<file path="src/rtl/assert_macros.svh">
// assertion macros shared by the rtl
`ifndef ASSERT_MACROS_SVH
`define ASSERT_MACROS_SVH

// expression holds at every edge out of reset
`define MMN_ASSERT(label, expr, msg) \
	label: assert property (@(posedge clk) disable iff (!arst_n) (expr)) else $error(msg);

// antecedent implies consequent in the same cycle
`define MMN_ASSERT_IMP(label, ante, cons, msg) \
	label: assert property (@(posedge clk) disable iff (!arst_n) (ante) |-> (cons)) \
		else $error(msg);

`endif

</file>
<file path="src/rtl/mmn_pkg.sv">
// shared constants, codes and types of the min-max normaliser
package mmn_pkg;

	localparam int SAMPLE_WIDTH  = 32;
	localparam int FRACTION_BITS = 16;
	localparam int EXT_W         = SAMPLE_WIDTH + 1;
	localparam int NUM_W         = SAMPLE_WIDTH + 9;
	localparam int PIX_W         = 8;
	localparam int STEP_W        = $clog2(PIX_W);
	localparam int QUEUE_DEPTH   = 4;
	localparam int QPTR_W        = $clog2(QUEUE_DEPTH);

	localparam logic [1:0] OP_CLEAR     = 2'd0;
	localparam logic [1:0] OP_MEASURE   = 2'd1;
	localparam logic [1:0] OP_NORMALIZE = 2'd2;

	localparam logic [1:0] KIND_ZERO = 2'd0;
	localparam logic [1:0] KIND_FULL = 2'd1;
	localparam logic [1:0] KIND_DIV  = 2'd2;

	localparam logic signed [SAMPLE_WIDTH-1:0] SAMPLE_MAX = {1'b0, {(SAMPLE_WIDTH-1){1'b1}}};
	localparam logic signed [SAMPLE_WIDTH-1:0] SAMPLE_MIN = {1'b1, {(SAMPLE_WIDTH-1){1'b0}}};
	localparam logic [SAMPLE_WIDTH-1:0] RANGE_ONE =
		{{(SAMPLE_WIDTH-1){1'b0}}, 1'b1} << FRACTION_BITS;
	localparam logic [PIX_W-1:0] PIX_MAX = {PIX_W{1'b1}};

	typedef struct packed {
		logic [1:0]              kind;
		logic                    flat;
		logic [SAMPLE_WIDTH-1:0] dividend;
		logic [SAMPLE_WIDTH-1:0] divisor;
	} mmn_job_t;

	typedef struct packed {
		logic full;
		logic empty;
	} mmn_qstat_t;

endpackage

</file>
<file path="src/rtl/mmn_front.sv">
// front end: takes words, keeps frame statistics and classifies normalise jobs
module mmn_front (
	input  logic                             clk,
	input  logic                             arst_n,
	input  logic                             item_valid,
	output logic                             item_stall,
	input  logic [1:0]                       opcode,
	input  logic signed [31:0]               sample,
	input  mmn_pkg::mmn_qstat_t              qstat,
	output logic                             push,
	output mmn_pkg::mmn_job_t                push_job
);

	logic signed [mmn_pkg::SAMPLE_WIDTH-1:0] min_q, max_q, s_w;
	logic signed [mmn_pkg::EXT_W-1:0]        s_ext, min_ext, max_ext, diff_c, range_c;
	logic signed [mmn_pkg::EXT_W-1:0]        diff_s1, range_s1;
	logic                                    norm_valid_s1;
	logic                                    accept, range_pos, diff_le0, diff_ge;
	logic [mmn_pkg::SAMPLE_WIDTH-1:0]        r_eff;

	assign s_w     = sample[mmn_pkg::SAMPLE_WIDTH-1:0];
	assign s_ext   = {s_w[mmn_pkg::SAMPLE_WIDTH-1], s_w};
	assign min_ext = {min_q[mmn_pkg::SAMPLE_WIDTH-1], min_q};
	assign max_ext = {max_q[mmn_pkg::SAMPLE_WIDTH-1], max_q};
	assign diff_c  = s_ext - min_ext;
	assign range_c = max_ext - min_ext;

	assign item_stall = norm_valid_s1 && qstat.full;
	assign accept     = item_valid && !item_stall;
	assign push       = norm_valid_s1 && !qstat.full;

	always_ff @(posedge clk or negedge arst_n) begin
		if (!arst_n) begin
			min_q <= mmn_pkg::SAMPLE_MAX;
			max_q <= mmn_pkg::SAMPLE_MIN;
		end else if (accept) begin
			case (opcode)
				mmn_pkg::OP_CLEAR: begin
					min_q <= mmn_pkg::SAMPLE_MAX;
					max_q <= mmn_pkg::SAMPLE_MIN;
				end
				mmn_pkg::OP_MEASURE: begin
					if (s_w < min_q) min_q <= s_w;
					if (s_w > max_q) max_q <= s_w;
				end
				default: begin
				end
			endcase
		end
	end

	always_ff @(posedge clk or negedge arst_n) begin
		if (!arst_n) begin
			norm_valid_s1 <= 1'b0;
		end else if (accept && opcode == mmn_pkg::OP_NORMALIZE) begin
			norm_valid_s1 <= 1'b1;
		end else if (push) begin
			norm_valid_s1 <= 1'b0;
		end
	end

	always_ff @(posedge clk) begin
		if (accept && opcode == mmn_pkg::OP_NORMALIZE) begin
			diff_s1  <= diff_c;
			range_s1 <= range_c;
		end
	end

	// flat frame falls back to a range of one
	assign range_pos = !range_s1[mmn_pkg::EXT_W-1] && (range_s1 != '0);
	assign r_eff     = range_pos ? range_s1[mmn_pkg::SAMPLE_WIDTH-1:0] : mmn_pkg::RANGE_ONE;
	assign diff_le0  = diff_s1[mmn_pkg::EXT_W-1] || (diff_s1 == '0);
	assign diff_ge   = diff_s1 >= $signed({1'b0, r_eff});

	always_comb begin
		push_job.flat     = !range_pos;
		push_job.dividend = diff_s1[mmn_pkg::SAMPLE_WIDTH-1:0];
		push_job.divisor  = r_eff;
		if (diff_le0) push_job.kind = mmn_pkg::KIND_ZERO;
		else if (diff_ge) push_job.kind = mmn_pkg::KIND_FULL;
		else push_job.kind = mmn_pkg::KIND_DIV;
	end

endmodule

</file>
<file path="src/rtl/mmn_queue.sv">
// short job queue between front end and divider
module mmn_queue (
	input  logic                clk,
	input  logic                arst_n,
	input  logic                push,
	input  mmn_pkg::mmn_job_t   push_job,
	input  logic                pop,
	output mmn_pkg::mmn_job_t   pop_job,
	output mmn_pkg::mmn_qstat_t qstat
);

	mmn_pkg::mmn_job_t          entry_q [mmn_pkg::QUEUE_DEPTH];
	logic [mmn_pkg::QPTR_W-1:0] wr_ptr_q, rd_ptr_q;
	logic [mmn_pkg::QPTR_W:0]   count_q;

	assign qstat.full  = count_q == (mmn_pkg::QPTR_W+1)'(mmn_pkg::QUEUE_DEPTH);
	assign qstat.empty = count_q == '0;
	assign pop_job     = entry_q[rd_ptr_q];

	always_ff @(posedge clk or negedge arst_n) begin
		if (!arst_n) begin
			wr_ptr_q <= '0;
			rd_ptr_q <= '0;
			count_q  <= '0;
		end else begin
			if (push) wr_ptr_q <= wr_ptr_q + 1'b1;
			if (pop) rd_ptr_q <= rd_ptr_q + 1'b1;
			if (push && !pop) count_q <= count_q + 1'b1;
			else if (pop && !push) count_q <= count_q - 1'b1;
		end
	end

	always_ff @(posedge clk) begin
		if (push) entry_q[wr_ptr_q] <= push_job;
	end

endmodule

</file>
<file path="src/rtl/mmn_back.sv">
// back end: restoring divider and output register
module mmn_back (
	input  logic                      clk,
	input  logic                      arst_n,
	input  mmn_pkg::mmn_job_t         job,
	input  mmn_pkg::mmn_qstat_t       qstat,
	output logic                      pop,
	output logic                      pix_valid,
	input  logic                      pix_stall,
	output logic [mmn_pkg::PIX_W-1:0] pixel,
	output logic                      flat_frame
);

	logic                             busy_q, flat_q, out_valid_q, out_flat_q;
	logic [mmn_pkg::STEP_W-1:0]       step_q;
	logic [mmn_pkg::NUM_W-1:0]        rem_q, dsh_q, num_c, dividend_w, divisor_w;
	logic [mmn_pkg::NUM_W:0]          trial;
	logic [mmn_pkg::PIX_W-2:0]        quot_q;
	logic [mmn_pkg::PIX_W-1:0]        out_pix_q;
	logic                             out_free, bit_ok, last, step_en, direct;

	assign out_free = !out_valid_q || !pix_stall;
	assign pop      = !busy_q && !qstat.empty && (job.kind == mmn_pkg::KIND_DIV || out_free);
	assign direct   = pop && job.kind != mmn_pkg::KIND_DIV;

	// 510 d + r, with 510 d as 512 d - 2 d
	assign dividend_w = mmn_pkg::NUM_W'(job.dividend);
	assign divisor_w  = mmn_pkg::NUM_W'(job.divisor);
	assign num_c      = (dividend_w << 9) - (dividend_w << 1) + divisor_w;

	assign trial   = {1'b0, rem_q} - {1'b0, dsh_q};
	assign bit_ok  = !trial[mmn_pkg::NUM_W];
	assign last    = busy_q && step_q == '0;
	assign step_en = busy_q && (!last || out_free);

	always_ff @(posedge clk or negedge arst_n) begin
		if (!arst_n) begin
			busy_q <= 1'b0;
			step_q <= '0;
		end else if (pop && job.kind == mmn_pkg::KIND_DIV) begin
			busy_q <= 1'b1;
			step_q <= mmn_pkg::STEP_W'(mmn_pkg::PIX_W - 1);
		end else if (step_en) begin
			if (last) busy_q <= 1'b0;
			step_q <= step_q - 1'b1;
		end
	end

	// divisor 2r aligned to the top quotient bit: 2r << 7 = r << 8
	always_ff @(posedge clk) begin
		if (pop && job.kind == mmn_pkg::KIND_DIV) begin
			rem_q  <= num_c;
			dsh_q  <= divisor_w << 8;
			flat_q <= job.flat;
		end else if (step_en) begin
			if (bit_ok) rem_q <= trial[mmn_pkg::NUM_W-1:0];
			dsh_q  <= dsh_q >> 1;
			quot_q <= {quot_q[mmn_pkg::PIX_W-3:0], bit_ok};
		end
	end

	always_ff @(posedge clk or negedge arst_n) begin
		if (!arst_n) begin
			out_valid_q <= 1'b0;
		end else if (out_free) begin
			out_valid_q <= direct || (step_en && last);
		end
	end

	always_ff @(posedge clk) begin
		if (direct) begin
			out_pix_q  <= (job.kind == mmn_pkg::KIND_FULL) ? mmn_pkg::PIX_MAX : '0;
			out_flat_q <= job.flat;
		end else if (step_en && last) begin
			out_pix_q  <= {quot_q, bit_ok};
			out_flat_q <= flat_q;
		end
	end

	assign pix_valid  = out_valid_q;
	assign pixel      = out_pix_q;
	assign flat_frame = out_flat_q;

endmodule

</file>
<file path="src/rtl/min_max_normalize_to_byte_unit.sv">
// Min-max normaliser: clear and measure words update the frame minimum and maximum at
// once, so a normalise word that follows sees them. A normalise word is classified in
// the front end in the cycle after it is taken and waits in a four-entry job queue.
// Clamped results (sample at or below the minimum, or at or above minimum plus range)
// leave the back end in the cycle after leaving the queue; all others go through the
// restoring divider, one quotient bit per cycle unless the last bit waits on a stalled
// output; each such pixel takes a load and eight quotient bits, and the divider takes
// no new job until done. The front end keeps taking words while the queue has room.
`include "assert_macros.svh"

module min_max_normalize_to_byte_unit (
	input  logic                      clk,
	input  logic                      arst_n,
	input  logic                      item_valid,
	output logic                      item_stall,
	input  logic [1:0]                opcode,
	input  logic signed [31:0]        sample,
	output logic                      pix_valid,
	input  logic                      pix_stall,
	output logic [mmn_pkg::PIX_W-1:0] pixel,
	output logic                      flat_frame
);

	mmn_pkg::mmn_job_t   push_job, pop_job;
	mmn_pkg::mmn_qstat_t qstat;
	logic                q_push, q_pop;

	mmn_front u_front (
		.clk        (clk),
		.arst_n     (arst_n),
		.item_valid (item_valid),
		.item_stall (item_stall),
		.opcode     (opcode),
		.sample     (sample),
		.qstat      (qstat),
		.push       (q_push),
		.push_job   (push_job)
	);

	mmn_queue u_queue (
		.clk      (clk),
		.arst_n   (arst_n),
		.push     (q_push),
		.push_job (push_job),
		.pop      (q_pop),
		.pop_job  (pop_job),
		.qstat    (qstat)
	);

	mmn_back u_back (
		.clk        (clk),
		.arst_n     (arst_n),
		.job        (pop_job),
		.qstat      (qstat),
		.pop        (q_pop),
		.pix_valid  (pix_valid),
		.pix_stall  (pix_stall),
		.pixel      (pixel),
		.flat_frame (flat_frame)
	);

	`MMN_ASSERT(a_no_push_full, !(q_push && qstat.full), "job pushed into full queue")
	`MMN_ASSERT(a_no_pop_empty, !(q_pop && qstat.empty), "job popped from empty queue")
	`MMN_ASSERT_IMP(a_valid_hold, $past(pix_valid && pix_stall), pix_valid, "stalled word dropped")
	`MMN_ASSERT_IMP(a_pix_hold, $past(pix_valid && pix_stall), $stable(pixel), "stalled pixel changed")

endmodule

</file>
<file path="config.mk">
export PLATFORM = sky130hd
export DESIGN_NAME = min_max_normalize_to_byte_unit
export DESIGN_NICKNAME = d
export VERILOG_FILES = /design/src/rtl/mmn_pkg.sv /design/src/rtl/mmn_front.sv /design/src/rtl/mmn_queue.sv /design/src/rtl/mmn_back.sv /design/src/rtl/min_max_normalize_to_byte_unit.sv
export VERILOG_INCLUDE_DIRS = /design/src /design/src/rtl
export SDC_FILE = /design/constraint.sdc
export NUM_CORES = 1
export LEC_CHECK = 0
export BUFFER_PORTS_ARGS = -buffer_cell sky130_fd_sc_hd__buf_4
export CAP_MARGIN = 10
export CORE_AREA = 2 2 244 487
export DETAILED_ROUTE_END_ITERATION = 8
export DIE_AREA = 0 0 246 489
export PLACE_DENSITY = 0.43
export SLEW_MARGIN = 20
export SYNTH_ARGS = -nofsm -noshare
export SYNTH_HDL_FRONTEND = slang
export SYNTH_SLANG_ARGS = --single-unit
</file>
<file path="constraint.sdc">
create_clock -name clk -period 5.95 [get_ports clk]
set_input_delay 0 -clock clk [delete_from_list [all_inputs] [get_ports clk]]
set_output_delay 0 -clock clk [all_outputs]
set_load 0.005 [all_outputs]
</file>
Word level (Yosys, flattened, before mapping)
Memory sizes are Yosys's and may differ from the RTL's.
Cells that the tools add are included.
{ "totals": {"ff_bits": 241, "latchBits": 0, "ram_bits": 268, "mem_bits_ro": 0, "input_bits": 38, "out_inout_bits": 11, "wordCells": 117, "mem_count": 1} }
{ "op_classes": {"addsub": 10, "mul": 0, "div_mod_pow": 0, "n_lt_le_gt_ge": 3, "eq_ne": 9, "n_shift": 0, "muxes": 28, "bitwise": 1, "n_reduce_logical": 47} }
{ "mem_list": {"columns": ["memory", "depth", "word_bits", "read_ports", "rd_ports_with_merged_regs", "wr", "line_no", "rtl"], "rows": [
  ["u_queue.entry_q", 4, 67, 1, 0, 1, "mmn_queue.sv:12", "mmn_pkg::mmn_job_t entry_q [mmn_pkg::QUEUE_DEPTH];"]
]} }
{ "op_table": {"columns": ["cell", "n"], "rows": [
  ["case mux 32 bit (2 select lines)", 2],
  ["2-to-1 mux 41 bit", 3],
  ["2-to-1 mux 32 bit", 3],
  ["2-to-1 mux 40 bit", 2],
  ["subtractor 32 x 32 -> 33 bit", 2],
  ["subtractor 41 x 40 -> 42 bit", 1],
  ["adder 41 x 32 -> 41 bit", 1],
  ["subtractor 41 x 33 -> 41 bit", 1],
  [">= comparator 33 bit", 1],
  ["zero test 33 bit", 1],
  ["nonzero test 33 bit", 1],
  ["> comparator 32 bit", 1],
  ["< comparator 32 bit", 1],
  ["2-to-1 mux 8 bit", 3],
  ["logical AND 1 bit", 14],
  ["zero test 1 bit", 12],
  ["2-to-1 mux 3 bit", 4],
  ["nonzero test 2 bit", 6],
  ["2-to-1 mux 1 bit", 9],
  ["zero test 3 bit", 2],
  ["AND reduction 2 bit", 3],
  ["AND reduction 3 bit", 2],
  ["subtractor 3 x 1 -> 3 bit (second input constant)", 2],
  ["logical OR 1 bit", 5],
  ["other kinds (10)", 16]
]} }

Logic depth before layout (Yosys ltp)
Gate-level depths: netlist of run 1.
{ "logic_depth": {"word_depth": 8, "depth_mapped": 19, "ltp_nobuf": 16} }

By module
A second synthesis of run 1 with hierarchy kept.
{ "unflattened": {"hier_cells": 2544, "area_unflattened_um2": 29648.4} }
{ "by_module_without_submodules": {"columns": ["mod", "n_inst", "cells_each", "area_each_um2", "seq_area_each_um2"], "rows": [
  ["mmn_queue", 1, 385, 10069.7, 8222.9],
  ["mmn_back", 1, 1151, 9795.6, 2987.9],
  ["mmn_front", 1, 1008, 9783.1, 3648.5]
]} }

Worst setup path before layout of run 1
Ideal clock, no wire load.
{ "synth_timing": {"kind": "register to register", "from": "register u_queue.count_q[0] (netlist name)", "to": "register u_front.norm_valid_s1", "setup_ps": 95, "t_arrival_ps": 6023, "required_ps": 5855, "setup_slack_ps": -168, "path_stages_with_launch": 6, "path_buffers": 0, "period_less_slack_ps": 6118, "cell_sequence": "dfrtp_1 -> nor2_1 -> nand3_1 -> nand2_1 -> nor3b_1 -> or2_2"} }
{ "synth_between": {"elab_chain_len": 6, "elab_cells_between_ends": 9, "classes_between": "eq/ne: 1; mux: 1; reduce/logical: 7"} }
{ "synth_lines": {"columns": ["element", "line_no", "rtl"], "rows": [
  ["start, declared", "mmn_queue.sv:14", "logic [mmn_pkg::QPTR_W:0] count_q;"],
  ["start signal, assigned", "mmn_queue.sv:28", "if (push && !pop) count_q <= count_q + 1'b1;"],
  ["start signal, assigned", "mmn_queue.sv:29", "else if (pop && !push) count_q <= count_q - 1'b1;"],
  ["equality test 3 bit (*)", "mmn_queue.sv:16", "assign qstat.full = count_q == (mmn_pkg::QPTR_W+1)'(mmn_pkg::QUEUE_DEPTH);"],
  ["logical AND 1 bit", "mmn_front.sv:28", "assign item_stall = norm_valid_s1 && qstat.full;"],
  ["zero test 1 bit", "mmn_front.sv:29", "assign accept = item_valid && !item_stall;"],
  ["logical AND 1 bit", "mmn_front.sv:29", null],
  ["logical AND 1 bit", "mmn_front.sv:55", "end else if (accept && opcode == mmn_pkg::OP_NORMALIZE) begin"],
  ["2-to-1 mux 1 bit / nonzero test 2 bit (equally long branches)", null, null],
  ["end signal, assigned", "mmn_front.sv:54", "norm_valid_s1 <= 1'b0;"],
  ["end signal, assigned", "mmn_front.sv:56", "norm_valid_s1 <= 1'b1;"],
  ["end signal, assigned", "mmn_front.sv:58", "norm_valid_s1 <= 1'b0;"],
  ["end, declared", "mmn_front.sv:17", "logic norm_valid_s1;"]
]} }
Mark *: on every way between the ends. The rest lies on a longest branch, timed or not.
A chain may end at the register's enable or synchronous reset.

Final worst setup path of run 1
{ "layout_timing": {"from": "register u_queue.rd_ptr_q[0] (netlist name)", "to": "register u_back.rem_q[40] (netlist name) (data pin)"} }
{ "layout_between": {"elab_chain_len": 6, "elab_cells_between_ends": 8, "classes_between": "add/sub: 2; eq/ne: 1; mux: 1; reduce/logical: 3; memory: 1"} }
{ "layout_lines": {"columns": ["element", "line_no", "rtl"], "rows": [
  ["start, declared", "mmn_queue.sv:13", "logic [mmn_pkg::QPTR_W-1:0] wr_ptr_q, rd_ptr_q;"],
  ["start signal, assigned", "mmn_queue.sv:27", "if (pop) rd_ptr_q <= rd_ptr_q + 1'b1;"],
  ["memory read (4 x 67 bit) (*)", null, null],
  ["parallel branches: the longest is 4 deep, another holds subtractor 41 x 33 -> 41 bit", null, null],
  ["2-to-1 mux 41 bit (*)", "mmn_back.sv:51", "if (pop && job.kind == mmn_pkg::KIND_DIV) begin"],
  ["end signal, assigned", "mmn_back.sv:52", "rem_q <= num_c;"],
  ["end signal, assigned", "mmn_back.sv:56", "if (bit_ok) rem_q <= trial[mmn_pkg::NUM_W-1:0];"],
  ["end, declared", "mmn_back.sv:16", "logic [mmn_pkg::NUM_W-1:0] rem_q, dsh_q, num_c, dividend_w, divisor_w;"]
]} }
Mark *: on every way between the ends.

==> impl_results.html, run 1 <==
<table>
<tr><th>Metric</th><th>Value</th></tr>
<tr><th colspan="2">Status</th></tr>
<tr><td>Status</td><td>finished, final reports clean</td></tr>
<tr><th colspan="2">Global routing</th></tr>
<tr><td>Pin count of the biggest net entering global routing</td><td>69</td></tr>
<tr><td>Total global routing overflow</td><td>0</td></tr>
<tr><td>Number of antenna violations at the first check in global routing</td><td>0</td></tr>
<tr><td>First-pass GRT wire length</td><td>112800 microns</td></tr>
<tr><td>Via count of the first global-routing pass</td><td>19790</td></tr>
<tr><td>Global Route Usage Sum</td><td>11.94%</td></tr>
<tr><th colspan="2">Power and ir drop</th></tr>
<tr><td>Gate power share</td><td>57.6%</td></tr>
<tr><td>Static leakage power</td><td>13.70 nW</td></tr>
<tr><td>Net load switching power</td><td>8.908 mW</td></tr>
<tr><td>Internal power</td><td>11.88 mW</td></tr>
<tr><td>Net switching share of the total power</td><td>42.84%</td></tr>
<tr><td>Total power divided by cell area</td><td>619.5 nW/um^2</td></tr>
<tr><td>Share of total power in sequential cells</td><td>25.1%</td></tr>
<tr><td>Worst ir drop on vdd</td><td>0.3141 mV</td></tr>
<tr><td>Clock network power share</td><td>17.3%</td></tr>
<tr><th colspan="2">Placement</th></tr>
<tr><td>IO Port Bufs</td><td>48</td></tr>
<tr><td>Post-Place Worst Slack</td><td>0.6063 ns</td></tr>
<tr><td>Final weighted congestion in routability-driven placement</td><td>0.8334</td></tr>
<tr><td>Placed standard-cell area</td><td>31280 sq um</td></tr>
<tr><td>Final HPWL from detailed placement</td><td>53310 microns</td></tr>
<tr><th colspan="2">Routing</th></tr>
<tr><td>DRC marker count from the first detailed-route iteration</td><td>945</td></tr>
<tr><td>Avg Vias per Cell</td><td>4.551</td></tr>
<tr><td>Detailed-route wire length</td><td>71800 microns</td></tr>
<tr><td>Wire length per cell after detailed routing</td><td>17.35 microns</td></tr>
<tr><td>DRC violation count after routing</td><td>0</td></tr>
<tr><td>Detail Route Antenna Nets</td><td>0</td></tr>
<tr><td>Drt first pass iters</td><td>5</td></tr>
<tr><td>Detailed-route via count</td><td>18830</td></tr>
<tr><th colspan="2">STA</th></tr>
<tr><td>Relative slew slack</td><td>30.94%</td></tr>
<tr><td>Hold slack final</td><td>0.1845 ns</td></tr>
<tr><td>Count of pins over their slew limit</td><td>0</td></tr>
<tr><td>Count of final hold-check violations</td><td>0</td></tr>
<tr><td>Sum Neg Setup Slack</td><td>0 ns</td></tr>
<tr><td>Clock skew</td><td>0.01209 ns</td></tr>
<tr><td>Period utilisation layout</td><td>89.88%</td></tr>
<tr><td>Slew @ Worst Pin</td><td>1.010 ns</td></tr>
<tr><td>Number of setup violations in the final report</td><td>0</td></tr>
<tr><td>Setup repair after global routing missed its margin</td><td>false</td></tr>
<tr><td>Minimum clock period after layout</td><td>5.348 ns</td></tr>
<tr><td>Worst Slack Setup Final</td><td>0.6020 ns</td></tr>
<tr><td>Highest achievable clock rate</td><td>187.0 MHz</td></tr>
<tr><th colspan="2">Setup path</th></tr>
<tr><td>Type of the worst setup path</td><td>flop to flop</td></tr>
<tr><td>Worst path buffer plus inverter count</td><td>3</td></tr>
<tr><td>Worst Setup End Kind</td><td>flop</td></tr>
<tr><td>Cells along the critical path</td><td>buf_4, mux4_2, fa_1, inv_1, ha_1, a21o_1, a31o_2, a311oi_1, o21ai_0, a2111oi_0, buf_4, or4_1, a21oi_1, xnor2_1, nand2_1, o21ai_0</td></tr>
<tr><td>Worst reg2reg startpoint</td><td>u_queue.rd_ptr_q[0]</td></tr>
<tr><td>Kind of start point of the critical path</td><td>flop</td></tr>
<tr><td>Peak fanout along the critical path</td><td>17</td></tr>
<tr><td>Launch point of the worst path</td><td>u_queue.rd_ptr_q[0]</td></tr>
<tr><td>Crit path DAT</td><td>5.68 ns</td></tr>
<tr><td>Cell with the biggest individual delay on the critical path</td><td>a2111oi_0</td></tr>
<tr><td>Largest stage delay on the critical path</td><td>0.98 ns</td></tr>
<tr><td>Worst endpoint required time</td><td>6.28 ns</td></tr>
<tr><td>Top cell family by delay on the critical path</td><td>compound AO/OA/AOI/OAI gates</td></tr>
<tr><th colspan="2">Yosys</th></tr>
<tr><td>Synthesized flop and latch total</td><td>509</td></tr>
<tr><td>Post-synth design cell area</td><td>29000 sq um</td></tr>
<tr><td>Per-instance average area after synthesis</td><td>11.78 sq um</td></tr>
<tr><td>Post-synth EDFFs</td><td>424</td></tr>
<tr><td>Largest cells by area after synthesis</td><td>edfxtp_1 (44%), ha_1 (9.6%), mux4_2 (5.2%), dfrtp_1 (3.9%), inv_1 (3.6%)</td></tr>
<tr><td>Synth warn</td><td>0</td></tr>
<tr><td>Count of unique library cells instantiated by Yosys</td><td>86</td></tr>
<tr><td>Nets in the synthesized netlist</td><td>2750</td></tr>
<tr><td>Fraction of synthesis flops using an asynchronous set or reset pin</td><td>15.13%</td></tr>
<tr><td>Primary FF master, synth</td><td>edfxtp_1</td></tr>
<tr><td>Post-synthesis instance total</td><td>2461</td></tr>
<tr><td>Top cell type's share of synthesized area</td><td>43.91%</td></tr>
<tr><td>Share of the yosys chip area belonging to registers</td><td>51.24%</td></tr>
<tr><td>Cell taking the most area after synthesis</td><td>edfxtp_1</td></tr>
<tr><th colspan="2">Final layout</th></tr>
<tr><td>Layout cell share with drive strength beyond 1</td><td>11.85%</td></tr>
<tr><td>Cell area after layout</td><td>33560 sq um</td></tr>
<tr><td>Layout filler cell count</td><td>12060</td></tr>
<tr><td>Area taken by flip-flops and latches</td><td>14860 sq um</td></tr>
<tr><td>Multi-input logic area</td><td>12870 sq um</td></tr>
<tr><td>Relative area change from synthesis to final layout</td><td>15.74%</td></tr>
<tr><td>Number of nets in the finished design</td><td>2851</td></tr>
<tr><td>Ant. Diodes</td><td>0</td></tr>
<tr><th colspan="2">Worst hold path</th></tr>
<tr><td>Worst hold start</td><td>sample[0]</td></tr>
<tr><td>Path type of the worst min-delay path</td><td>primary input to flop</td></tr>
<tr><th colspan="2">Clock network</th></tr>
<tr><td>Clock-pin slew of the registers on the worst-case setup and hold paths</td><td>0.06 ns</td></tr>
<tr><td>Sink Count</td><td>509</td></tr>
<tr><td>Buffers inserted by post-CTS timing repair</td><td>0</td></tr>
<tr><td>Number of buffers on the longest clock path</td><td>3</td></tr>
<tr><td>Clock tree from TritonCTS</td><td>yes</td></tr>
<tr><td>TritonCTS buffer count</td><td>55</td></tr>
<tr><td>CTS HTree Levels</td><td>2</td></tr>
<tr><td>Root buffer cell</td><td>clkbuf_16</td></tr>
<tr><td>Clock latency on the worst-skew pair</td><td>0.62 ns</td></tr>
<tr><th colspan="2">Floorplan</th></tr>
<tr><td>Die boundary height</td><td>489 microns</td></tr>
<tr><td>Placement row count</td><td>178</td></tr>
<tr><td>Starting utilization of the core area</td><td>24.80%</td></tr>
<tr><td>Horiz. Die Dim</td><td>246 microns</td></tr>
<tr><td># IOs</td><td>49</td></tr>
<tr><td>Total core area</td><td>116900 sq um</td></tr>
<tr><td>Overall die area</td><td>120300 sq um</td></tr>
<tr><th colspan="2">Run</th></tr>
<tr><td>Number of max-capacitance violations reported</td><td>0</td></tr>
</table>
power by group through the flow:
| stage | logic, mW | registers [mW] | clock network (mW) |
|---|---|---|---|
| after floorplan | 8.88 | 5.18 | 0 |
| after detailed placement | 11.9 | 5.31 | 0 |
| final | 12.0 | 5.23 | 3.60 |
| after global routing | 13.4 | 5.30 | 3.86 |
| after global placement | 12.0 | 5.30 | 0 |
| after CTS | 12.0 | 5.24 | 3.73 |
area by class of cell:
cell class / count / share of cell area, %
clock inverters: 39 / 1.279
clock buffers: 64 / 4.329
inverters: 279 / 3.121
well taps: 1530 / 5.704
repair buffers: 115 / 2.930
flip-flops and latches: 509 / 44.29
multi-input cells: 1602 / 38.35
routing by layer:
metal | vias up | GRT usage [%] | part of all wire (%)
met1 | 9175 | 15.34 | 46
met5 | - | 0 | 0
met3 | 111 | 1.369 | 2.6
met2 | 287 | 20.70 | 49
met4 | 0 | 3.979 | 3.2
li1 | 9257 | - | -
per-stage QoR:
stage	std cells	utilization [%]	power, mW
2_1_floorplan	2461	-	14.06
3_3_place_gp	3995	26.74	17.27
3_5_place_dp	3996	26.75	17.24
4_1_cts	4138	28.70	20.99
5_1_grt	4138	28.70	22.56
6_report	4138	28.70	20.79
layout by cell type, fill, tap and decap left out, drive strengths merged, types with 13 or more instances in the layout:
| cell type | Yosys | routed |
|---|---|---|
| a211oi | 16 | 16 |
| a21o | 96 | 96 |
| a21oi | 160 | 160 |
| a31oi | 13 | 13 |
| and2 | 16 | 16 |
| and3 | 18 | 18 |
| buf | 20 | 77 |
| clkbuf | 51 | 64 |
| clkinv | 0 | 22 |
| dfrtp | 45 | 45 |
| dfstp | 32 | 32 |
| dlygate4sd3 | 0 | 38 |
| edfxtp | 424 | 424 |
| fa | 28 | 28 |
| ha | 223 | 223 |
| inv | 279 | 280 |
| mux2i | 37 | 37 |
| mux4 | 67 | 67 |
| nand2 | 193 | 193 |
| nand2b | 31 | 31 |
| nand3 | 35 | 35 |
| nand4 | 32 | 32 |
| nor2 | 111 | 111 |
| nor2b | 29 | 29 |
| nor3 | 19 | 19 |
| nor4 | 21 | 21 |
| o211ai | 13 | 13 |
| o21a | 21 | 21 |
| o21ai | 119 | 119 |
| o21bai | 15 | 15 |
| o22a | 32 | 32 |
| o31ai | 16 | 16 |
| xnor2 | 74 | 74 |
| xor2 | 48 | 48 |
repair_timing:
item	in CTS	in global routing
hold buffers	39	0
endpoints found under the hold margin	143	0
resized for setup	0	0
cells in the mapped netlist, types with 9 or more instances:
| cell | instances |
|---|---|
| nand3_1 | 35 |
| mux4_2 | 67 |
| o31ai_1 | 14 |
| nor2_1 | 111 |
| a21oi_1 | 158 |
| xor2_1 | 48 |
| a211oi_1 | 15 |
| a21o_1 | 96 |
| or3_1 | 11 |
| a31oi_1 | 13 |
| mux2i_1 | 37 |
| buf_2 | 9 |
| o21bai_1 | 15 |
| buf_1 | 11 |
| ha_1 | 223 |
| nand2b_1 | 31 |
| inv_1 | 279 |
| o21ai_0 | 109 |
| nor3_1 | 19 |
| o22a_1 | 32 |
| dfrtp_1 | 45 |
| edfxtp_1 | 424 |
| and3_1 | 18 |
| nand2_1 | 193 |
| a22o_1 | 9 |
| nor2b_1 | 29 |
| nand4_1 | 32 |
| dfstp_2 | 32 |
| o21a_1 | 21 |
| and2_1 | 16 |
| clkbuf_1 | 51 |
| o211ai_1 | 13 |
| xnor2_1 | 74 |
| fa_1 | 28 |
| nor4_1 | 21 |
flip-flops by register name (all words and copies together) (netlist names), 2 cells and up:
register	flops
u_back.rem_q	41
u_back.step_q	3
u_front.range_s1	33
u_back.quot_q	7
u_back.dsh_q	40
u_front.diff_s1	33
u_queue.rd_ptr_q	2
u_queue.entry_q	268
u_front.max_q	32
u_queue.count_q	3
u_queue.wr_ptr_q	2
u_back.pixel	8
u_front.min_q	32
path summary, 6_finish.rpt:
| kind | cells after the start | end | slack [ns] |
|---|---|---|---|
| worst max-delay path | 16 | u_back.rem_q[40] | 0.60 |
| worst min-delay path | 3 | u_front.min_q[0] | 0.18 |
| worst max register to register | 16 | u_back.rem_q[40] | 0.60 |
| worst min register to register | 2 | u_back.dsh_q[6] | 0.45 |
| max in group asynchronous | 4 | u_queue.rd_ptr_q[0] | 4.65 |
| min in group asynchronous | 3 | u_front.min_q[25] | 0.48 |
cells by family after synthesis:
kind of cell,after synthesis,synth area share [%]
flops,509,51.24
compound gates,583,13.45
xor+xnor,122,3.685
mux,108,6.636
fa+ha+maj,251,11.56
buf+inv,350,4.570
simple gates,538,8.859
worst min-delay path, stage by stage:
cell and delay, ns:
dlygate4sd3_1 0.52, buf_4 0.11, o22a_1 0.13
No activity file was read; power rests on OpenSTA's default activity.
==> run 2: changes to the inputs <==
--- a/config.mk
+++ b/config.mk
@@ -11,7 +11,6 @@
 export CORE_AREA = 2 2 244 487
 export DETAILED_ROUTE_END_ITERATION = 8
 export DIE_AREA = 0 0 246 489
-export PLACE_DENSITY = 0.43
 export SLEW_MARGIN = 20
 export SYNTH_ARGS = -nofsm -noshare
 export SYNTH_HDL_FRONTEND = slang
==> run 2 against run 1 <==
Fmax increased by 6.1%. Sequential share of layout area up 0.055 points. Clock skew grew 0.016 ns. Critical path type unchanged. Highest routed layer unchanged.
==> impl_results.html, run 2 (same netlist as run 1, synthesis figures left out) <==
<table>
<tr><th>Metric</th><th>Value</th></tr>
<tr><th colspan="2">Status</th></tr>
<tr><td>Status</td><td>finished, final reports clean</td></tr>
<tr><th colspan="2">STA</th></tr>
<tr><td>Count of pins over their slew limit</td><td>0</td></tr>
<tr><td>Sum Neg Setup Slack</td><td>0 ns</td></tr>
<tr><td>Period utilisation layout</td><td>84.68%</td></tr>
<tr><td>Relative slew slack</td><td>30.28%</td></tr>
<tr><td>Worst Slack Setup Final</td><td>0.9117 ns</td></tr>
<tr><td>Number of setup violations in the final report</td><td>0</td></tr>
<tr><td>Clock skew</td><td>0.02800 ns</td></tr>
<tr><td>Setup repair after global routing missed its margin</td><td>false</td></tr>
<tr><td>Highest achievable clock rate</td><td>198.5 MHz</td></tr>
<tr><td>Minimum clock period after layout</td><td>5.038 ns</td></tr>
<tr><td>Slew @ Worst Pin</td><td>1.046 ns</td></tr>
<tr><td>Count of final hold-check violations</td><td>0</td></tr>
<tr><th colspan="2">Setup path</th></tr>
<tr><td>Largest stage delay on the critical path</td><td>0.88 ns</td></tr>
<tr><td>Reg2Reg Setup Slack</td><td>0.91 ns</td></tr>
<tr><td>Cell with the biggest individual delay on the critical path</td><td>dfrtp_4</td></tr>
<tr><td>Reg2Reg Capture Point</td><td>u_back.rem_q[40]</td></tr>
<tr><td>Worst Setup End Kind</td><td>flop</td></tr>
<tr><td>Worst endpoint required time</td><td>6.28 ns</td></tr>
<tr><td>Worst reg2reg startpoint</td><td>u_queue.rd_ptr_q[0]</td></tr>
<tr><td>Cells along the critical path</td><td>buf_12, mux4_2, fa_1, inv_1, ha_1, a21oi_1, nand2_1, a311oi_1, nor2_1, a2111oi_0, buf_4, or4_1, a21oi_1, xnor2_1, nand2_1, o21ai_0</td></tr>
<tr><td>Crit path DAT</td><td>5.37 ns</td></tr>
<tr><td>Type of the worst setup path</td><td>flop to flop</td></tr>
<tr><td>Kind of start point of the critical path</td><td>flop</td></tr>
<tr><td>Number of cell instances on the worst register-to-register path</td><td>16</td></tr>
<tr><td>Worst path buffer plus inverter count</td><td>3</td></tr>
<tr><td>Peak fanout along the critical path</td><td>34</td></tr>
<tr><td>Top cell family by delay on the critical path</td><td>compound AO/OA/AOI/OAI gates</td></tr>
<tr><td>Launch point of the worst path</td><td>u_queue.rd_ptr_q[0]</td></tr>
<tr><th colspan="2">Global routing</th></tr>
<tr><td>First-pass GRT wire length</td><td>105500 microns</td></tr>
<tr><td>Number of antenna violations at the first check in global routing</td><td>0</td></tr>
<tr><td>Total global routing overflow</td><td>0</td></tr>
<tr><td>Global Route Usage Sum</td><td>10.89%</td></tr>
<tr><td>Pin count of the biggest net entering global routing</td><td>69</td></tr>
<tr><td>Via count of the first global-routing pass</td><td>19650</td></tr>
<tr><th colspan="2">Clock network</th></tr>
<tr><td>CTS-repair resized insts</td><td>0</td></tr>
<tr><td>Root buffer cell</td><td>clkbuf_16</td></tr>
<tr><td>CTS HTree Levels</td><td>2</td></tr>
<tr><td>Buffers inserted by post-CTS timing repair</td><td>0</td></tr>
<tr><td>Clock-pin slew of the registers on the worst-case setup and hold paths</td><td>0.06 ns</td></tr>
<tr><td>Clock tree from TritonCTS</td><td>yes</td></tr>
<tr><td>Number of buffers on the longest clock path</td><td>3</td></tr>
<tr><td>Sink Count</td><td>509</td></tr>
<tr><td>Clock latency on the worst-skew pair</td><td>0.63 ns</td></tr>
<tr><td>TritonCTS buffer count</td><td>55</td></tr>
<tr><th colspan="2">Routing</th></tr>
<tr><td>Detailed-route wire length</td><td>65950 microns</td></tr>
<tr><td>Detailed-route via count</td><td>19030</td></tr>
<tr><td>DRC violation count after routing</td><td>0</td></tr>
<tr><td>Drt first pass iters</td><td>5</td></tr>
<tr><td>Detail Route Antenna Nets</td><td>0</td></tr>
<tr><td>Avg Vias per Cell</td><td>4.607</td></tr>
<tr><td>Wire length per cell after detailed routing</td><td>15.97 microns</td></tr>
<tr><td>DRC marker count from the first detailed-route iteration</td><td>1183</td></tr>
<tr><th colspan="2">Final layout</th></tr>
<tr><td>Leading cell types in the layout, fill and taps excluded</td><td>edfxtp_1 (424), inv_1 (278), ha_1 (223), nand2_1 (192), a21oi_1 (158)</td></tr>
<tr><td>Layout cell share with drive strength beyond 1</td><td>11.35%</td></tr>
<tr><td>Number of nets in the finished design</td><td>2845</td></tr>
<tr><td>Flip-flop count of the largest register after layout</td><td>268</td></tr>
<tr><td>Ant. Diodes</td><td>0</td></tr>
<tr><td>Relative area change from synthesis to final layout</td><td>15.59%</td></tr>
<tr><td>Registers with the most flip-flops</td><td>u_queue.entry_q x268, u_back.rem_q x41, u_back.dsh_q x40</td></tr>
<tr><td>Leading cell type in the layout, fill and taps excluded</td><td>edfxtp_1</td></tr>
<tr><td>Largest register by flop count</td><td>u_queue.entry_q</td></tr>
<tr><td>Core Util, Final</td><td>28.67%</td></tr>
<tr><th colspan="2">Worst hold path</th></tr>
<tr><td>Endpoint of the worst hold-timing path</td><td>u_front.min_q[0]</td></tr>
<tr><td>Path type of the worst min-delay path</td><td>primary input to flop</td></tr>
<tr><td>Min-Delay Path Depth</td><td>3</td></tr>
<tr><td>Worst hold start</td><td>sample[0]</td></tr>
<tr><th colspan="2">Placement</th></tr>
<tr><td>Final weighted congestion in routability-driven placement</td><td>0.8698</td></tr>
<tr><td>IO Port Bufs</td><td>48</td></tr>
<tr><td>Post-Place Worst Slack</td><td>0.9244 ns</td></tr>
<tr><td>Final HPWL from detailed placement</td><td>48730 microns</td></tr>
<tr><th colspan="2">Floorplan</th></tr>
<tr><td>Placement row count</td><td>178</td></tr>
<tr><td>Total core area</td><td>116900 sq um</td></tr>
<tr><td>Horiz. Die Dim</td><td>246 microns</td></tr>
<tr><td>Die boundary height</td><td>489 microns</td></tr>
<tr><td>Overall die area</td><td>120300 sq um</td></tr>
<tr><td># IOs</td><td>49</td></tr>
<tr><td>Starting utilization of the core area</td><td>24.80%</td></tr>
<tr><th colspan="2">Run</th></tr>
<tr><td>Number of max-capacitance violations reported</td><td>0</td></tr>
</table>
[run 2: changes by cell type in the layout (fill, tap and decap cells not counted), moves of 4 or more]
cell | previous run | this run
clkinv_2 | 12 | 3
buf_4 | 75 | 69
and2_2 | 0 | 4
and2_4 | 4 | 0
clkbuf_1 | 7 | 11
[run 2: how the worst max path moves through the flow]
stage	end	cells after the start
final	u_back.rem_q[40]	16
after CTS	u_back.rem_q[34]	16
after global placement	u_back.rem_q[34]	16
after detailed placement	u_back.rem_q[34]	16
after global routing	u_back.rem_q[34]	16
after floorplan	u_back.rem_q[0]	12
[run 2: per-layer routing]
metal / GRT usage (%) / routed length, microns / vias to the layer above
li1: - / - / 9235
met1: 14.76 / 31160 / 9263
met2: 18.03 / 30650 / 430
met3: 1.375 / 2293 / 98
met4: 3.329 / 1841 / 0
met5: 0 / 0 / -
[run 2: worst min-delay path, stage by stage]
cell	delay, ns
dlygate4sd3_1	0.53
buf_4	0.12
o22a_1	0.13
[run 2: area by class of cell]
class	count	area, sq um
clock buffers	66	1418
clock inverters	35	476.7
fillers	11970	83410
inverters	279	1047
multi-input cells	1602	12860
flip-flops and latches	509	14860
well taps	1530	1914
repair buffers	109	938.4
[run 2: per-stage QoR]
stage / instance area (sq um) / hold slack, ns / std cells
after floorplan: 29000 / -0.2956 / 2461
after global placement: 31240 / -0.1032 / 3991
after detailed placement: 31240 / -0.09845 / 3991
after CTS: 33520 / 0.1597 / 4130
after global routing: 33520 / 0.1812 / 4130
final: 33520 / 0.2006 / 4130
[run 2: repair_timing]
item	in CTS	in global routing
setup endpoints to repair	0	0
hold endpoints to repair	142	0
hold buffers	38	0
Power of run 2 is left out: the tool's default activity adds up to more than one toggle a clock period on the data nets, which glitch-free logic cannot reach.
==> run 3: changes to the inputs <==
--- a/config.mk
+++ b/config.mk
@@ -6,11 +6,12 @@
 export SDC_FILE = /design/constraint.sdc
 export NUM_CORES = 1
 export LEC_CHECK = 0
+export ABC_AREA = 1
 export BUFFER_PORTS_ARGS = -buffer_cell sky130_fd_sc_hd__buf_4
 export CAP_MARGIN = 10
-export CORE_AREA = 2 2 244 487
+export CORE_AREA = 2 2 254 507
 export DETAILED_ROUTE_END_ITERATION = 8
-export DIE_AREA = 0 0 246 489
+export DIE_AREA = 0 0 256 509
 export SLEW_MARGIN = 20
 export SYNTH_ARGS = -nofsm -noshare
 export SYNTH_HDL_FRONTEND = slang
==> constraint.sdc (replaced) <==
create_clock -name clk -period 4.8 [get_ports clk]
set_input_delay 0 -clock clk [delete_from_list [all_inputs] [get_ports clk]]
set_output_delay 0 -clock clk [all_outputs]
set_load 0.005 [all_outputs]
==> run 3 against run 2 <==
Non-clock buffer count rose by 39. Final cell count rose by 31%. Synthesized cell count rose by 45%. Clock-buffer cell count fell by 13. First-iteration DRC count rose by 20%. Clock skew rose by 0.0021 ns. Register-to-register slack got worse by 0.81 ns. Global-route usage rose by 4.2 points. Routed wire length rose by 52%. Critical path depth rose by 1. Largest cell class unchanged. Highest routed layer unchanged.
==> impl_results.html, run 3 <==
<table>
<tr><th>Metric</th><th>Value</th></tr>
<tr><th colspan="2">Yosys</th></tr>
<tr><td>Fraction of synthesis flops using an asynchronous set or reset pin</td><td>15.13%</td></tr>
<tr><td>Cell taking the most area after synthesis</td><td>edfxtp_1</td></tr>
<tr><td>Most frequent cells after synthesis</td><td>nand2_1 (766), inv_1 (483), edfxtp_1 (424)</td></tr>
<tr><td>Post-synth EDFFs</td><td>424</td></tr>
<tr><td>Cell with the most instances after synthesis</td><td>nand2_1</td></tr>
<tr><td>Top cell type's share of synthesized area</td><td>40.51%</td></tr>
<tr><td>Share of the yosys chip area belonging to registers</td><td>47.28%</td></tr>
<tr><td>Post-synthesis instance total</td><td>3577</td></tr>
<tr><td>Primary FF master, synth</td><td>edfxtp_1</td></tr>
<tr><td>Nets in the synthesized netlist</td><td>3866</td></tr>
<tr><td>Post-synth design cell area</td><td>31430 sq um</td></tr>
<tr><td>Synth warn</td><td>0</td></tr>
<tr><td>Count of unique library cells instantiated by Yosys</td><td>57</td></tr>
<tr><td>Synthesized flop and latch total</td><td>509</td></tr>
<tr><td>Largest cells by area after synthesis</td><td>edfxtp_1 (41%), nand2_1 (9.1%), ha_1 (8.9%), inv_1 (5.8%), a21oi_1 (4.4%)</td></tr>
<tr><td>Per-instance average area after synthesis</td><td>8.786 sq um</td></tr>
<tr><th colspan="2">Routing</th></tr>
<tr><td>Avg Vias per Cell</td><td>4.668</td></tr>
<tr><td>Wire length per cell after detailed routing</td><td>18.51 microns</td></tr>
<tr><td>DRC marker count from the first detailed-route iteration</td><td>1424</td></tr>
<tr><td>Drt first pass iters</td><td>7</td></tr>
<tr><td>DRC violation count after routing</td><td>0</td></tr>
<tr><td>Detailed-route via count</td><td>25240</td></tr>
<tr><td>Detail Route Antenna Nets</td><td>0</td></tr>
<tr><td>Detailed-route wire length</td><td>100100 microns</td></tr>
<tr><th colspan="2">Floorplan</th></tr>
<tr><td>Total core area</td><td>126600 sq um</td></tr>
<tr><td>Die boundary height</td><td>509 microns</td></tr>
<tr><td>Overall die area</td><td>130300 sq um</td></tr>
<tr><td># IOs</td><td>49</td></tr>
<tr><td>Placement row count</td><td>185</td></tr>
<tr><td>Horiz. Die Dim</td><td>256 microns</td></tr>
<tr><td>Starting utilization of the core area</td><td>24.82%</td></tr>
<tr><th colspan="2">Clock network</th></tr>
<tr><td>Buffers inserted by post-CTS timing repair</td><td>0</td></tr>
<tr><td>Root buffer cell</td><td>clkbuf_16</td></tr>
<tr><td>Clock-pin slew of the registers on the worst-case setup and hold paths</td><td>0.07 ns</td></tr>
<tr><td>CTS HTree Levels</td><td>2</td></tr>
<tr><td>TritonCTS buffer count</td><td>46</td></tr>
<tr><td>Clock tree from TritonCTS</td><td>yes</td></tr>
<tr><td>Clock latency on the worst-skew pair</td><td>0.61 ns</td></tr>
<tr><td>Number of buffers on the longest clock path</td><td>3</td></tr>
<tr><td>Sink Count</td><td>509</td></tr>
<tr><th colspan="2">Final layout</th></tr>
<tr><td>Registers with the most flip-flops</td><td>u_queue.entry_q x268, u_back.rem_q x41, u_back.dsh_q x40</td></tr>
<tr><td>Layout filler cell count</td><td>13430</td></tr>
<tr><td>Leading cell types in the layout, fill and taps excluded</td><td>nand2_1 (766), inv_1 (482), edfxtp_1 (424), nor2_1 (325), a21oi_1 (279)</td></tr>
<tr><td>Largest register by flop count</td><td>u_queue.entry_q</td></tr>
<tr><td>Leading cell type in the layout, fill and taps excluded</td><td>nand2_1</td></tr>
<tr><td>Number of nets in the finished design</td><td>3975</td></tr>
<tr><td>Layout cell share with drive strength beyond 1</td><td>8.835%</td></tr>
<tr><td>Relative area change from synthesis to final layout</td><td>14.26%</td></tr>
<tr><td>Flip-flop count of the largest register after layout</td><td>268</td></tr>
<tr><th colspan="2">STA</th></tr>
<tr><td>Period utilisation layout</td><td>97.96%</td></tr>
<tr><td>Relative slew slack</td><td>31.87%</td></tr>
<tr><td>Count of final hold-check violations</td><td>0</td></tr>
<tr><td>Slew @ Worst Pin</td><td>1.022 ns</td></tr>
<tr><td>Sum Neg Setup Slack</td><td>0 ns</td></tr>
<tr><td>Number of setup violations in the final report</td><td>0</td></tr>
<tr><td>Highest achievable clock rate</td><td>212.7 MHz</td></tr>
<tr><td>Clock skew</td><td>0.03012 ns</td></tr>
<tr><td>Minimum clock period after layout</td><td>4.702 ns</td></tr>
<tr><td>Setup repair after global routing missed its margin</td><td>false</td></tr>
<tr><td>Count of pins over their slew limit</td><td>0</td></tr>
<tr><th colspan="2">Setup path</th></tr>
<tr><td>Launch point of the worst path</td><td>u_queue.rd_ptr_q[0]</td></tr>
<tr><td>Reg2Reg Setup Slack</td><td>0.1 ns</td></tr>
<tr><td>Peak fanout along the critical path</td><td>64</td></tr>
<tr><td>Worst endpoint required time</td><td>5.14 ns</td></tr>
<tr><td>Kind of start point of the critical path</td><td>flop</td></tr>
<tr><td>Worst reg2reg startpoint</td><td>u_queue.rd_ptr_q[0]</td></tr>
<tr><td>Type of the worst setup path</td><td>flop to flop</td></tr>
<tr><td>Crit path DAT</td><td>5.04 ns</td></tr>
<tr><td>Worst Setup End Kind</td><td>flop</td></tr>
<tr><th colspan="2">Worst hold path</th></tr>
<tr><td>Path type of the worst min-delay path</td><td>primary input to flop</td></tr>
<tr><td>Worst hold start</td><td>opcode[0]</td></tr>
<tr><th colspan="2">Global routing</th></tr>
<tr><td>Total global routing overflow</td><td>0</td></tr>
<tr><td>Via count of the first global-routing pass</td><td>26550</td></tr>
<tr><td>Pin count of the biggest net entering global routing</td><td>68</td></tr>
<tr><td>Global Route Usage Sum</td><td>15.12%</td></tr>
<tr><td>Number of antenna violations at the first check in global routing</td><td>1</td></tr>
<tr><td>First-pass GRT wire length</td><td>150800 microns</td></tr>
<tr><th colspan="2">Run</th></tr>
<tr><td>Number of max-capacitance violations reported</td><td>0</td></tr>
<tr><th colspan="2">Placement</th></tr>
<tr><td>IO Port Bufs</td><td>48</td></tr>
<tr><td>Final HPWL from detailed placement</td><td>79400 microns</td></tr>
<tr><td>Final weighted congestion in routability-driven placement</td><td>1.007</td></tr>
<tr><th colspan="2">Status</th></tr>
<tr><td>Status</td><td>finished, final reports clean</td></tr>
</table>
-- run 3: cell count changes after synthesis, sizes merged, moves of 54 or more --
cell / delta
nand2: +643
o21ai: +134
a21o: -76
inv: +208
xnor2: -54
nor2: +226
mux4: -67
nand3: +129
a21oi: +123
-- run 3: what timing repair did --
action                                  4_1_cts  5_1_grt
resized for setup                             0        7
endpoints found under the setup margin        0       11
hold buffers                                 36        0
endpoints found under the hold margin       140        0
-- run 3: path summary, 6_finish.rpt --
kind | depth (start not counted) | endpoint
setup / recovery | 17 | u_back.rem_q[36]
hold / removal | 6 | u_front.max_q[5]
setup reg to reg | 17 | u_back.rem_q[36]
hold reg to reg | 0 | u_back.quot_q[1]
max in group asynchronous | 4 | u_queue.rd_ptr_q[0]
min in group asynchronous | 3 | u_front.min_q[2]
-- run 3: layer usage --
metal  up-vias  GRT usage [%]  share of wire (%)
met5         -              0                  0
li1      12370              -                  -
met1     12040          12.65                 32
met2       544          32.00                 58
met3       285          1.070                2.0
met4         0          11.41                8.1
-- run 3: kinds of logic (layout without fill, tap and decap cells) --
kind of cell	count (synthesis)	after routing	share of synthesized area [%]
compound gates	719	719	13.09
buf+inv	576	723	7.290
flops	509	509	47.28
other cells	0	1	0
xor+xnor	78	78	2.174
simple gates	1444	1444	19.51
fa+ha+maj	251	251	10.66
-- run 3: cell type report --
cell class	count	area [sq um]	share of cell area, %
well taps	1683	2106	5.864
clock buffers	53	1177	3.279
multi-input cells	2492	14370	40.03
flip-flops and latches	509	14860	41.39
clock inverters	33	260.3	0.7248
inverters	489	1838	5.119
diodes	1	2.502	0.006969
repair buffers	148	1289	3.589
-- run 3: worst max-delay path, cell delays in order (launching register included) --
cell and delay, ns:
dfrtp_4 0.57, buf_12 0.29, buf_4 0.33, nand2_1 0.08, a32oi_1 0.45, inv_1 0.16, fa_1 0.50, inv_1 0.04
ha_1 0.35, nand2_1 0.14, nor2_1 0.24, nand2_1 0.13, nor2_2 0.33, nand3_1 0.35, nand3_1 0.23, nand2_1 0.06
inv_1 0.06, o21ai_1 0.07
-- run 3: metrics by stage --
stage                     hold WS (ns)  cells  instance area [sq um]  setup slack (ns)  utilization (%)
after floorplan                -0.2956   3577                  31430            0.1104                -
after global placement         -0.1048   5285                  34070           0.02861            26.91
after detailed placement       -0.1034   5285                  34070           0.05846            26.91
after CTS                      0.06793   5407                  35870           0.04637            28.33
after global routing            0.1423   5408                  35910           0.05014            28.36
final                          0.08084   5408                  35910           0.09781            28.36
Power of run 3 is left out for the same reason.
